--- config.mk ---
export PLATFORM = sky130hd
export DESIGN_NAME = bounded_vector_store_core
export DESIGN_NICKNAME = d
export VERILOG_FILES = /design/src/rtl/bvs_pkg.sv /design/src/rtl/bvs_mem.sv /design/src/rtl/bvs_step.sv /design/src/rtl/bvs_ctrl.sv /design/src/rtl/bounded_vector_store_core.sv
export SDC_FILE = /design/constraint.sdc
export NUM_CORES = 2
export LEC_CHECK = 0
export BUFFER_PORTS_ARGS = -buffer_cell sky130_fd_sc_hd__buf_4
export CAP_MARGIN = 20
export CORE_MARGIN = 4
export CORE_UTILIZATION = 57
export DETAILED_ROUTE_END_ITERATION = 10
export PLACE_DENSITY_LB_ADDON = 0.15
export SETUP_SLACK_MARGIN = 0.02
export SYNTH_ARGS = -nofsm -noshare
export SYNTH_HDL_FRONTEND = slang
export SYNTH_HIERARCHICAL = 1
export SYNTH_SLANG_ARGS = --single-unit
--- constraint.sdc ---
create_clock -name clk_i -period 7.2 [get_ports clk_i]
set_clock_uncertainty 0.15 [all_clocks]
set_input_delay 1.44 -clock clk_i [delete_from_list [all_inputs] [get_ports clk_i]]
set_output_delay 1.44 -clock clk_i [all_outputs]
set_load 0.01 [all_outputs]
--- src/rtl/bvs_pkg.sv ---
// Shared command codes, status codes and sequencer states for the bounded vector store.
package bvs_pkg;

  typedef enum logic [3:0] {
    CMD_READ   = 4'd0,
    CMD_WRITE  = 4'd1,
    CMD_PUSH   = 4'd2,
    CMD_POP    = 4'd3,
    CMD_INSERT = 4'd4,
    CMD_ERASE  = 4'd5,
    CMD_RESIZE = 4'd6,
    CMD_ASSIGN = 4'd7,
    CMD_CLEAR  = 4'd8,
    CMD_FRONT  = 4'd9,
    CMD_BACK   = 4'd10
  } cmd_e;

  typedef enum logic [1:0] {
    ST_OK    = 2'd0,
    ST_RANGE = 2'd1,
    ST_FULL  = 2'd2,
    ST_EMPTY = 2'd3
  } status_e;

  typedef enum logic [6:0] {
    S_IDLE    = 7'b0000001,
    S_DECODE  = 7'b0000010,
    S_RD_WAIT = 7'b0000100,
    S_MOVE_RD = 7'b0001000,
    S_MOVE_WR = 7'b0010000,
    S_FILL    = 7'b0100000,
    S_RESP    = 7'b1000000
  } state_e;

  localparam int unsigned FieldBits = 7;
  localparam int unsigned DataBits  = 32;

endpackage

--- src/rtl/bvs_mem.sv ---
// Element memory with one write port and one registered read port.
module bvs_mem #(
  parameter int unsigned DEPTH     = 64,
  parameter int unsigned WORD_BITS = 32,
  parameter int unsigned AW        = 6
) (
  input  logic                 clk_i,
  input  logic                 we_i,
  input  logic [AW-1:0]        waddr_i,
  input  logic [WORD_BITS-1:0] wdata_i,
  input  logic [AW-1:0]        raddr_i,
  output logic [WORD_BITS-1:0] rdata_o
);

  logic [WORD_BITS-1:0] mem_q [DEPTH];
  logic [WORD_BITS-1:0] rdata_q;

  always_ff @(posedge clk_i) begin
    if (we_i) begin
      mem_q[waddr_i] <= wdata_i;
    end
    rdata_q <= mem_q[raddr_i];
  end

  assign rdata_o = rdata_q;

endmodule

--- src/rtl/bvs_step.sv ---
// Shared pointer step unit: one increment or decrement and one equality compare.
module bvs_step #(
  parameter int unsigned CW = 7
) (
  input  logic [CW-1:0] ptr_i,
  input  logic          up_i,
  input  logic          use_nxt_i,
  input  logic [CW-1:0] target_i,
  output logic [CW-1:0] nxt_o,
  output logic          hit_o
);

  logic [CW-1:0] nxt;

  always_comb begin
    nxt   = up_i ? (ptr_i + CW'(1)) : (ptr_i - CW'(1));
    nxt_o = nxt;
    hit_o = (use_nxt_i ? nxt : ptr_i) == target_i;
  end

endmodule

--- src/rtl/bvs_ctrl.sv ---
// Command sequencer that decodes each command and walks the memory for shifts and fills.
module bvs_ctrl
  import bvs_pkg::*;
#(
  parameter int unsigned DEPTH     = 64,
  parameter int unsigned WORD_BITS = 32,
  parameter int unsigned AW        = 6,
  parameter int unsigned CW        = 7
) (
  input  logic                        clk_i,
  input  logic                        rst_ni,
  input  logic                        in_valid_i,
  output logic                        in_ready_o,
  input  logic [3:0]                  command_i,
  input  logic [FieldBits-1:0]        index_i,
  input  logic signed [DataBits-1:0]  value_i,
  input  logic [FieldBits-1:0]        length_i,
  output logic                        out_valid_o,
  input  logic                        out_ready_i,
  output logic signed [DataBits-1:0]  read_data_o,
  output logic [1:0]                  status_o,
  output logic [FieldBits-1:0]        count_now_o,
  output logic                        is_empty_o,
  output logic                        mem_we_o,
  output logic [AW-1:0]               mem_waddr_o,
  output logic [WORD_BITS-1:0]        mem_wdata_o,
  output logic [AW-1:0]               mem_raddr_o,
  input  logic [WORD_BITS-1:0]        mem_rdata_i
);

  localparam int unsigned KW = (CW > FieldBits) ? CW : FieldBits;
  localparam int unsigned XW = (WORD_BITS > DataBits) ? WORD_BITS : DataBits;

  state_e               state_q, state_d;
  logic [CW-1:0]        cnt_q, cnt_d;
  logic [CW-1:0]        ptr_q, ptr_d;
  logic [3:0]           cmd_q;
  logic [FieldBits-1:0] idx_q, len_q;
  logic [WORD_BITS-1:0] val_q;
  logic [DataBits-1:0]  rd_q, rd_d;
  status_e              st_q, st_d;

  logic [KW-1:0] cnt_k, idx_k, len_k, depth_k;
  logic [XW-1:0] val_ext, rd_ext;
  logic          in_xfer, is_ins, is_fill;
  logic          idx_lt, idx_le, full, len_big, empty;
  logic [CW-1:0] step_nxt, step_target;
  logic          step_hit;

  assign in_ready_o  = (state_q == S_IDLE);
  assign in_xfer     = in_valid_i && in_ready_o;
  assign out_valid_o = (state_q == S_RESP);

  assign val_ext = XW'($unsigned(value_i));
  assign rd_ext  = XW'(mem_rdata_i);

  assign cnt_k   = KW'(cnt_q);
  assign idx_k   = KW'(idx_q);
  assign len_k   = KW'(len_q);
  assign depth_k = KW'(DEPTH);
  assign idx_lt  = idx_k < cnt_k;
  assign idx_le  = idx_k <= cnt_k;
  assign full    = cnt_k == depth_k;
  assign len_big = len_k > depth_k;
  assign empty   = cnt_q == '0;
  assign is_ins  = cmd_q == CMD_INSERT;
  assign is_fill = state_q == S_FILL;

  assign step_target = is_fill ? len_k[CW-1:0] : (is_ins ? idx_k[CW-1:0] : cnt_q);

  bvs_step #(
    .CW(CW)
  ) u_step (
    .ptr_i    (ptr_q),
    .up_i     (is_fill || !is_ins),
    .use_nxt_i(!is_fill && !is_ins),
    .target_i (step_target),
    .nxt_o    (step_nxt),
    .hit_o    (step_hit)
  );

  always_comb begin
    state_d     = state_q;
    cnt_d       = cnt_q;
    ptr_d       = ptr_q;
    rd_d        = rd_q;
    st_d        = st_q;
    mem_we_o    = 1'b0;
    mem_waddr_o = ptr_q[AW-1:0];
    mem_wdata_o = val_q;
    mem_raddr_o = step_nxt[AW-1:0];
    case (state_q)
      S_IDLE: begin
        if (in_xfer) begin
          state_d = S_DECODE;
        end
      end
      S_DECODE: begin
        rd_d    = '0;
        st_d    = ST_OK;
        state_d = S_RESP;
        case (cmd_e'(cmd_q))
          CMD_READ: begin
            if (!idx_lt) begin
              st_d = ST_RANGE;
            end else begin
              mem_raddr_o = idx_k[AW-1:0];
              state_d     = S_RD_WAIT;
            end
          end
          CMD_WRITE: begin
            if (!idx_lt) begin
              st_d = ST_RANGE;
            end else begin
              mem_we_o    = 1'b1;
              mem_waddr_o = idx_k[AW-1:0];
            end
          end
          CMD_PUSH: begin
            if (full) begin
              st_d = ST_FULL;
            end else begin
              mem_we_o    = 1'b1;
              mem_waddr_o = cnt_q[AW-1:0];
              cnt_d       = cnt_q + CW'(1);
            end
          end
          CMD_POP: begin
            if (empty) begin
              st_d = ST_EMPTY;
            end else begin
              cnt_d = cnt_q - CW'(1);
            end
          end
          CMD_INSERT: begin
            if (!idx_le) begin
              st_d = ST_RANGE;
            end else if (full) begin
              st_d = ST_FULL;
            end else begin
              ptr_d   = cnt_q;
              state_d = S_MOVE_RD;
            end
          end
          CMD_ERASE: begin
            if (!idx_lt) begin
              st_d = ST_RANGE;
            end else begin
              ptr_d   = idx_k[CW-1:0];
              state_d = S_MOVE_RD;
            end
          end
          CMD_RESIZE: begin
            if (len_big) begin
              st_d = ST_FULL;
            end else if (len_k <= cnt_k) begin
              cnt_d = len_k[CW-1:0];
            end else begin
              ptr_d   = cnt_q;
              state_d = S_FILL;
            end
          end
          CMD_ASSIGN: begin
            if (len_big) begin
              st_d = ST_FULL;
            end else begin
              ptr_d   = '0;
              state_d = S_FILL;
            end
          end
          CMD_CLEAR: begin
            cnt_d = '0;
          end
          CMD_FRONT: begin
            if (empty) begin
              st_d = ST_EMPTY;
            end else begin
              mem_raddr_o = '0;
              state_d     = S_RD_WAIT;
            end
          end
          CMD_BACK: begin
            if (empty) begin
              st_d = ST_EMPTY;
            end else begin
              mem_raddr_o = cnt_q[AW-1:0] - AW'(1);
              state_d     = S_RD_WAIT;
            end
          end
          default: begin
            st_d = ST_OK;
          end
        endcase
      end
      S_RD_WAIT: begin
        rd_d    = rd_ext[DataBits-1:0];
        state_d = S_RESP;
      end
      S_MOVE_RD: begin
        if (step_hit) begin
          state_d = S_RESP;
          if (is_ins) begin
            mem_we_o = 1'b1;
            cnt_d    = cnt_q + CW'(1);
          end else begin
            cnt_d = cnt_q - CW'(1);
          end
        end else begin
          state_d = S_MOVE_WR;
        end
      end
      S_MOVE_WR: begin
        mem_we_o    = 1'b1;
        mem_wdata_o = mem_rdata_i;
        ptr_d       = step_nxt;
        state_d     = S_MOVE_RD;
      end
      S_FILL: begin
        if (step_hit) begin
          cnt_d   = len_k[CW-1:0];
          state_d = S_RESP;
        end else begin
          mem_we_o = 1'b1;
          ptr_d    = step_nxt;
        end
      end
      S_RESP: begin
        if (out_ready_i) begin
          state_d = S_IDLE;
        end
      end
      default: begin
        state_d = S_IDLE;
      end
    endcase
  end

  always_ff @(posedge clk_i or negedge rst_ni) begin
    if (!rst_ni) begin
      state_q <= S_IDLE;
      cnt_q   <= '0;
    end else begin
      state_q <= state_d;
      cnt_q   <= cnt_d;
    end
  end

  always_ff @(posedge clk_i) begin
    if (in_xfer) begin
      cmd_q <= command_i;
      idx_q <= index_i;
      len_q <= length_i;
      val_q <= val_ext[WORD_BITS-1:0];
    end
    ptr_q <= ptr_d;
    rd_q  <= rd_d;
    st_q  <= st_d;
  end

  assign read_data_o = rd_q;
  assign status_o    = st_q;
  assign count_now_o = cnt_k[FieldBits-1:0];
  assign is_empty_o  = empty;

  a_count_bounded: assert property (@(posedge clk_i) disable iff (!rst_ni)
    KW'(cnt_q) <= depth_k)
    else $error("Element count exceeds capacity.");

  a_write_in_range: assert property (@(posedge clk_i) disable iff (!rst_ni)
    mem_we_o |-> (KW'(mem_waddr_o) < depth_k))
    else $error("Memory write outside capacity.");

  a_accept_decodes: assert property (@(posedge clk_i) disable iff (!rst_ni)
    in_xfer |=> (state_q == S_DECODE))
    else $error("Accepted transfer did not enter decode.");

  a_shift_ptr_bounded: assert property (@(posedge clk_i) disable iff (!rst_ni)
    (state_q == S_MOVE_WR) |-> (ptr_q <= cnt_q))
    else $error("Shift pointer beyond element count.");

  a_resp_hold: assert property (@(posedge clk_i) disable iff (!rst_ni)
    (out_valid_o && !out_ready_i) |=> (out_valid_o && $stable(cnt_q)))
    else $error("Count changed while a result was pending.");

endmodule

--- src/rtl/bounded_vector_store_core.sv ---
// Top level of the bounded vector store: sequencer plus element memory.
// Read, front and back wait on the registered memory read; write, push, pop, clear, shrinking
// resize and refused commands answer straight from decode; insert and erase shift the entries
// one read and one write at a time, and growing resize and assign fill entries one at a time.
// One command at a time; the next transfer is taken the cycle after the result transfer.
// Reset clears the element count and the sequencer; memory contents are left as they are.
module bounded_vector_store_core
  import bvs_pkg::*;
#(
  parameter int unsigned DEPTH     = 64,
  parameter int unsigned WORD_BITS = 32
) (
  input  logic                       clk_i,
  input  logic                       rst_ni,
  input  logic                       in_valid_i,
  output logic                       in_ready_o,
  input  logic [3:0]                 command_i,
  input  logic [FieldBits-1:0]       index_i,
  input  logic signed [DataBits-1:0] value_i,
  input  logic [FieldBits-1:0]       length_i,
  output logic                       out_valid_o,
  input  logic                       out_ready_i,
  output logic signed [DataBits-1:0] read_data_o,
  output logic [1:0]                 status_o,
  output logic [FieldBits-1:0]       count_now_o,
  output logic                       is_empty_o
);

  localparam int unsigned AW = (DEPTH > 1) ? $clog2(DEPTH) : 1;
  localparam int unsigned CW = $clog2(DEPTH + 1);

  logic                 mem_we;
  logic [AW-1:0]        mem_waddr, mem_raddr;
  logic [WORD_BITS-1:0] mem_wdata, mem_rdata;

  bvs_ctrl #(
    .DEPTH    (DEPTH),
    .WORD_BITS(WORD_BITS),
    .AW       (AW),
    .CW       (CW)
  ) u_ctrl (
    .clk_i      (clk_i),
    .rst_ni     (rst_ni),
    .in_valid_i (in_valid_i),
    .in_ready_o (in_ready_o),
    .command_i  (command_i),
    .index_i    (index_i),
    .value_i    (value_i),
    .length_i   (length_i),
    .out_valid_o(out_valid_o),
    .out_ready_i(out_ready_i),
    .read_data_o(read_data_o),
    .status_o   (status_o),
    .count_now_o(count_now_o),
    .is_empty_o (is_empty_o),
    .mem_we_o   (mem_we),
    .mem_waddr_o(mem_waddr),
    .mem_wdata_o(mem_wdata),
    .mem_raddr_o(mem_raddr),
    .mem_rdata_i(mem_rdata)
  );

  bvs_mem #(
    .DEPTH    (DEPTH),
    .WORD_BITS(WORD_BITS),
    .AW       (AW)
  ) u_mem (
    .clk_i  (clk_i),
    .we_i   (mem_we),
    .waddr_i(mem_waddr),
    .wdata_i(mem_wdata),
    .raddr_i(mem_raddr),
    .rdata_o(mem_rdata)
  );

endmodule
==> metrics.md <==
| Metric | Value |
|---|---|
| Outcome | `completed` |
| Core area | `149000 um^2` |
| Most frequent cells after synthesis | `2139 x edfxtp_1, 446 x mux4_2, 137 x mux2i_1, 123 x nor2_1, 116 x clkbuf_1` |
| Number of fill cells | `~9800` |
| Post-synth EDFFs | `2139` |
| Number of routed nets with antenna violations | `0` |
| Sequential element share of the synthesized area | `76.2%` |
| CP startpoint kind | `flip-flop` |
| Synth Area in Simple Gates | `3.61%` |
| CTS Sinks | `2185` |
| Worst Tran Pin Value | `1080 ps` |
| CP endpoint kind | `flip-flop` |
| Post-synthesis compound-gate area fraction | `3.78%` |
| Worst Reg2Reg Path Length in Cells | `16` |
| Maxcap violations | `0` |
| Post-cts sizing count | `0` |
| Site Rows | `141` |
| Routed Wire Length | `219 mm` |
| Number of global-route vias before repair | `43200` |
| Ys flop type | `edfxtp_1` |
| Synth top area cells | `edfxtp_1 75%, mux4_2 12%, mux2i_1 1.6%` |
| I/O pins | `98` |
| Clock latency on the worst-skew pair | `roughly 800 ps` |
| Leakage | `30.9 nW` |
| Tot GR Track Use | `28.2%` |
| Net Count, Synth | `between 4000 and 5000` |
| CTS tree | `built` |
| Ys async rst share | `0.641%` |
| Yosys top cell area share | `75.0%` |
| Period utilisation layout | `approximately nine tenths` |
| CP Max Fanout | `13` |
| Die Y | `around 400 um` |
| Post-synthesis cell type count | `102` |
| Setup repair after global routing missed its margin | `false` |
| Post-Syn Area per Cell | `roughly 20 um^2` |
| Detail Placement HPWL | `132 mm` |
| Gate Count Post-Synth | `4197` |
| # H-tree levels | `4` |
| Setup bufs post-CTS | `0` |
| Final cell count without fillers | `6659` |
| Maximum VDD drop | `between 0.0003 and 0.0004 V` |
| Adder-cell share of the synthesized area | `0.345%` |
| Synth Register Bits | `roughly 2200` |
| Final hold viol count | `0` |
| Placed cells | `6258` |
| Routability cong. | `0.879` |
| First-pass GRT wire length | `316 mm` |
| Via density per instance | `6.59` |
| Cts-stage hold buffer count | `0` |
| Vias | `43900` |
| Post-layout min period | `6490 ps` |
| Achievable Freq | `0.154 GHz` |
| Worst Path Required | `7700 ps` |
| Largest family of logic cells by synthesized area | `multiplexers` |
| Drc violations | `0` |
| Yosys warnings | `6` |
| Mapped Area | `85600 um^2` |
| Die area | `about 160000 um^2` |
| Worst Hold Class | `input pin to asynchronous set/reset pin` |
| Nets | `4548` |
| Final setup violating endpoints | `0` |
| Most common cell in the synthesized netlist | `edfxtp_1` |
| Mux contribution to synthesized area | `14.0%` |
| Post-synthesis xor/xnor area fraction | `0.346%` |
| Pre-Repair DR Iteration Count | `5` |
| Fin Hold WS | `326 ps` |
| Sequential Area | `65200 um^2` |
| Relative slew slack | `~28%` |
| Clock Tree Root | `clkbuf_16` |
| Power density cells | `319 nW/um^2` |
| GRT Residual Overflow | `0` |
| TritonCTS buffer count | `210` |
| Clock Pin Slew Worst Setup and Hold Paths | `60 ps` |
| Port Buffers | `97` |
| Starting density of the core | `around 58%` |
| Iter 0 DRT Violations | `6035` |
| Area leader, netlist | `edfxtp_1` |
| Die X | `396 um` |
| Initial antenna violation count | `14` |
| Final setup TNS | `0 ps` |
| Largest net degree at the start of global routing | `77` |
| CP Data Arrival Time | `6990 ps` |
| Max-slew violations | `0` |
| Clock Tree Buf Depth | `3` |
| Drt wl/cell | `33.0 um` |
| Final core occ | `approximately 66%` |
| Area growth syn-to-layout | `13.8%` |
| Critical path class | `flip-flop to flip-flop` |
| Layout cells sized above 1 | `26.3%` |
| Multi-input combinational cell area | `19600 um^2` |
[cell usage in the layout (no fill, tap or decap), drive strengths merged, types with 13 or more instances in the layout]
master  instances
inv            35
a211oi         25
and2           49
mux2i         137
nand3          84
dfrtp          13
nor3b          13
clkbuf        274
nor2b          33
nand2b         14
xnor2          27
a22oi          81
mux4          446
nor2          123
nor3           26
edfxtp       2139
buf           309
clkinv         75
ha             22
a21oi          51
o22ai          72
nand4          49
o221ai         48
nand2         115
o21ai          78
mux2           53
bufinv         24
dfxtp          32
and3           18
a31oi          22
[sequential cells by signal, summed over array words and instances, names as in the netlist]
name                count
u_ctrl/cmd_q            4
u_ctrl/state_q          7
u_ctrl/read_data_o     32
u_mem/mem_q          2048
u_ctrl/count_now_o      7
u_ctrl/len_k            7
u_ctrl/ptr_q            7
u_ctrl/status_o         2
u_ctrl/val_q           32
u_mem/rdata_o          32
u_ctrl/idx_k            7
[path summary, 6_finish.rpt]
| path | start | endpoint | slack (ps) |
|---|---|---|---|
| max reg2reg | u_ctrl/state_q[4] | u_mem/rdata_o[3] | 710 |
| max | u_ctrl/state_q[4] | u_mem/rdata_o[3] | 710 |
| min in group clk_i | u_mem/rdata_o[17] | u_ctrl/read_data_o[17] | 370 |
| min reg2reg | u_mem/rdata_o[17] | u_ctrl/read_data_o[17] | 370 |
| min | rst_ni | u_ctrl/state_q[5] | 330 |
| max in group asynchronous | rst_ni | u_ctrl/state_q[0] | 6320 |
[through the flow]
stage                     setup slack [ps]  power (W)  instance area [um^2]
final                                  706     0.0310                 97400
after floorplan                        117     0.0178                 85600
after detailed placement               831     0.0202                 90400
after global routing                   490     0.0320                 97400
after CTS                              780     0.0312                 97300
after global placement                 817     0.0201                 90300
[final cells by class]
class | instances | share of cell area (%)
Tap cell | 2002 | 2.57
Multi-Input combinational cell | 1737 | 20.1
Sequential cell | 2185 | 67.0
Antenna cell | 6 | 0.0154
Timing Repair Buffer | 309 | 3.11
Clock buffer | 274 | 5.83
Clock inverter | 118 | 1.31
Inverter | 28 | 0.108
[critical path, cell delays in order (launching register included)]
cell,delay [ps]
dfrtp_1,470
or4_1,730
or3_1,550
nand2_1,150
inv_1,130
ha_1,410
a21o_2,240
a221oi_1,480
xnor2_1,180
a21boi_0,160
a221o_1,510
buf_4,310
nor2b_2,730
nor3b_1,100
or4_1,460
a31oi_1,370
nor2_1,190
[routing by layer]
| metal | part of all wire [%] | track usage [%] | routed length (um) |
|---|---|---|---|
| met5 | 0.0059 | 0 | 13 |
| met4 | 3.4 | 8.78 | 7490 |
| met3 | 11 | 6.00 | 23200 |
| met2 | 47 | 43.4 | 103000 |
| met1 | 39 | 41.3 | 85300 |
[power breakdown]
| group | switching (W) | internal, W | leakage [nW] |
|---|---|---|---|
| logic | 0.00348 | 0.00145 | 7.85 |
| registers | 0.000239 | 0.0148 | 19.7 |
| clock network | 0.00463 | 0.00642 | 3.36 |
[kinds of logic after synthesis]
family	after synthesis
fa+ha+maj	23
compound gates	463
xor+xnor	32
flops	2185
buf+inv	275
mux	636
simple gates	583
No activity file was read; power rests on OpenSTA's default activity.
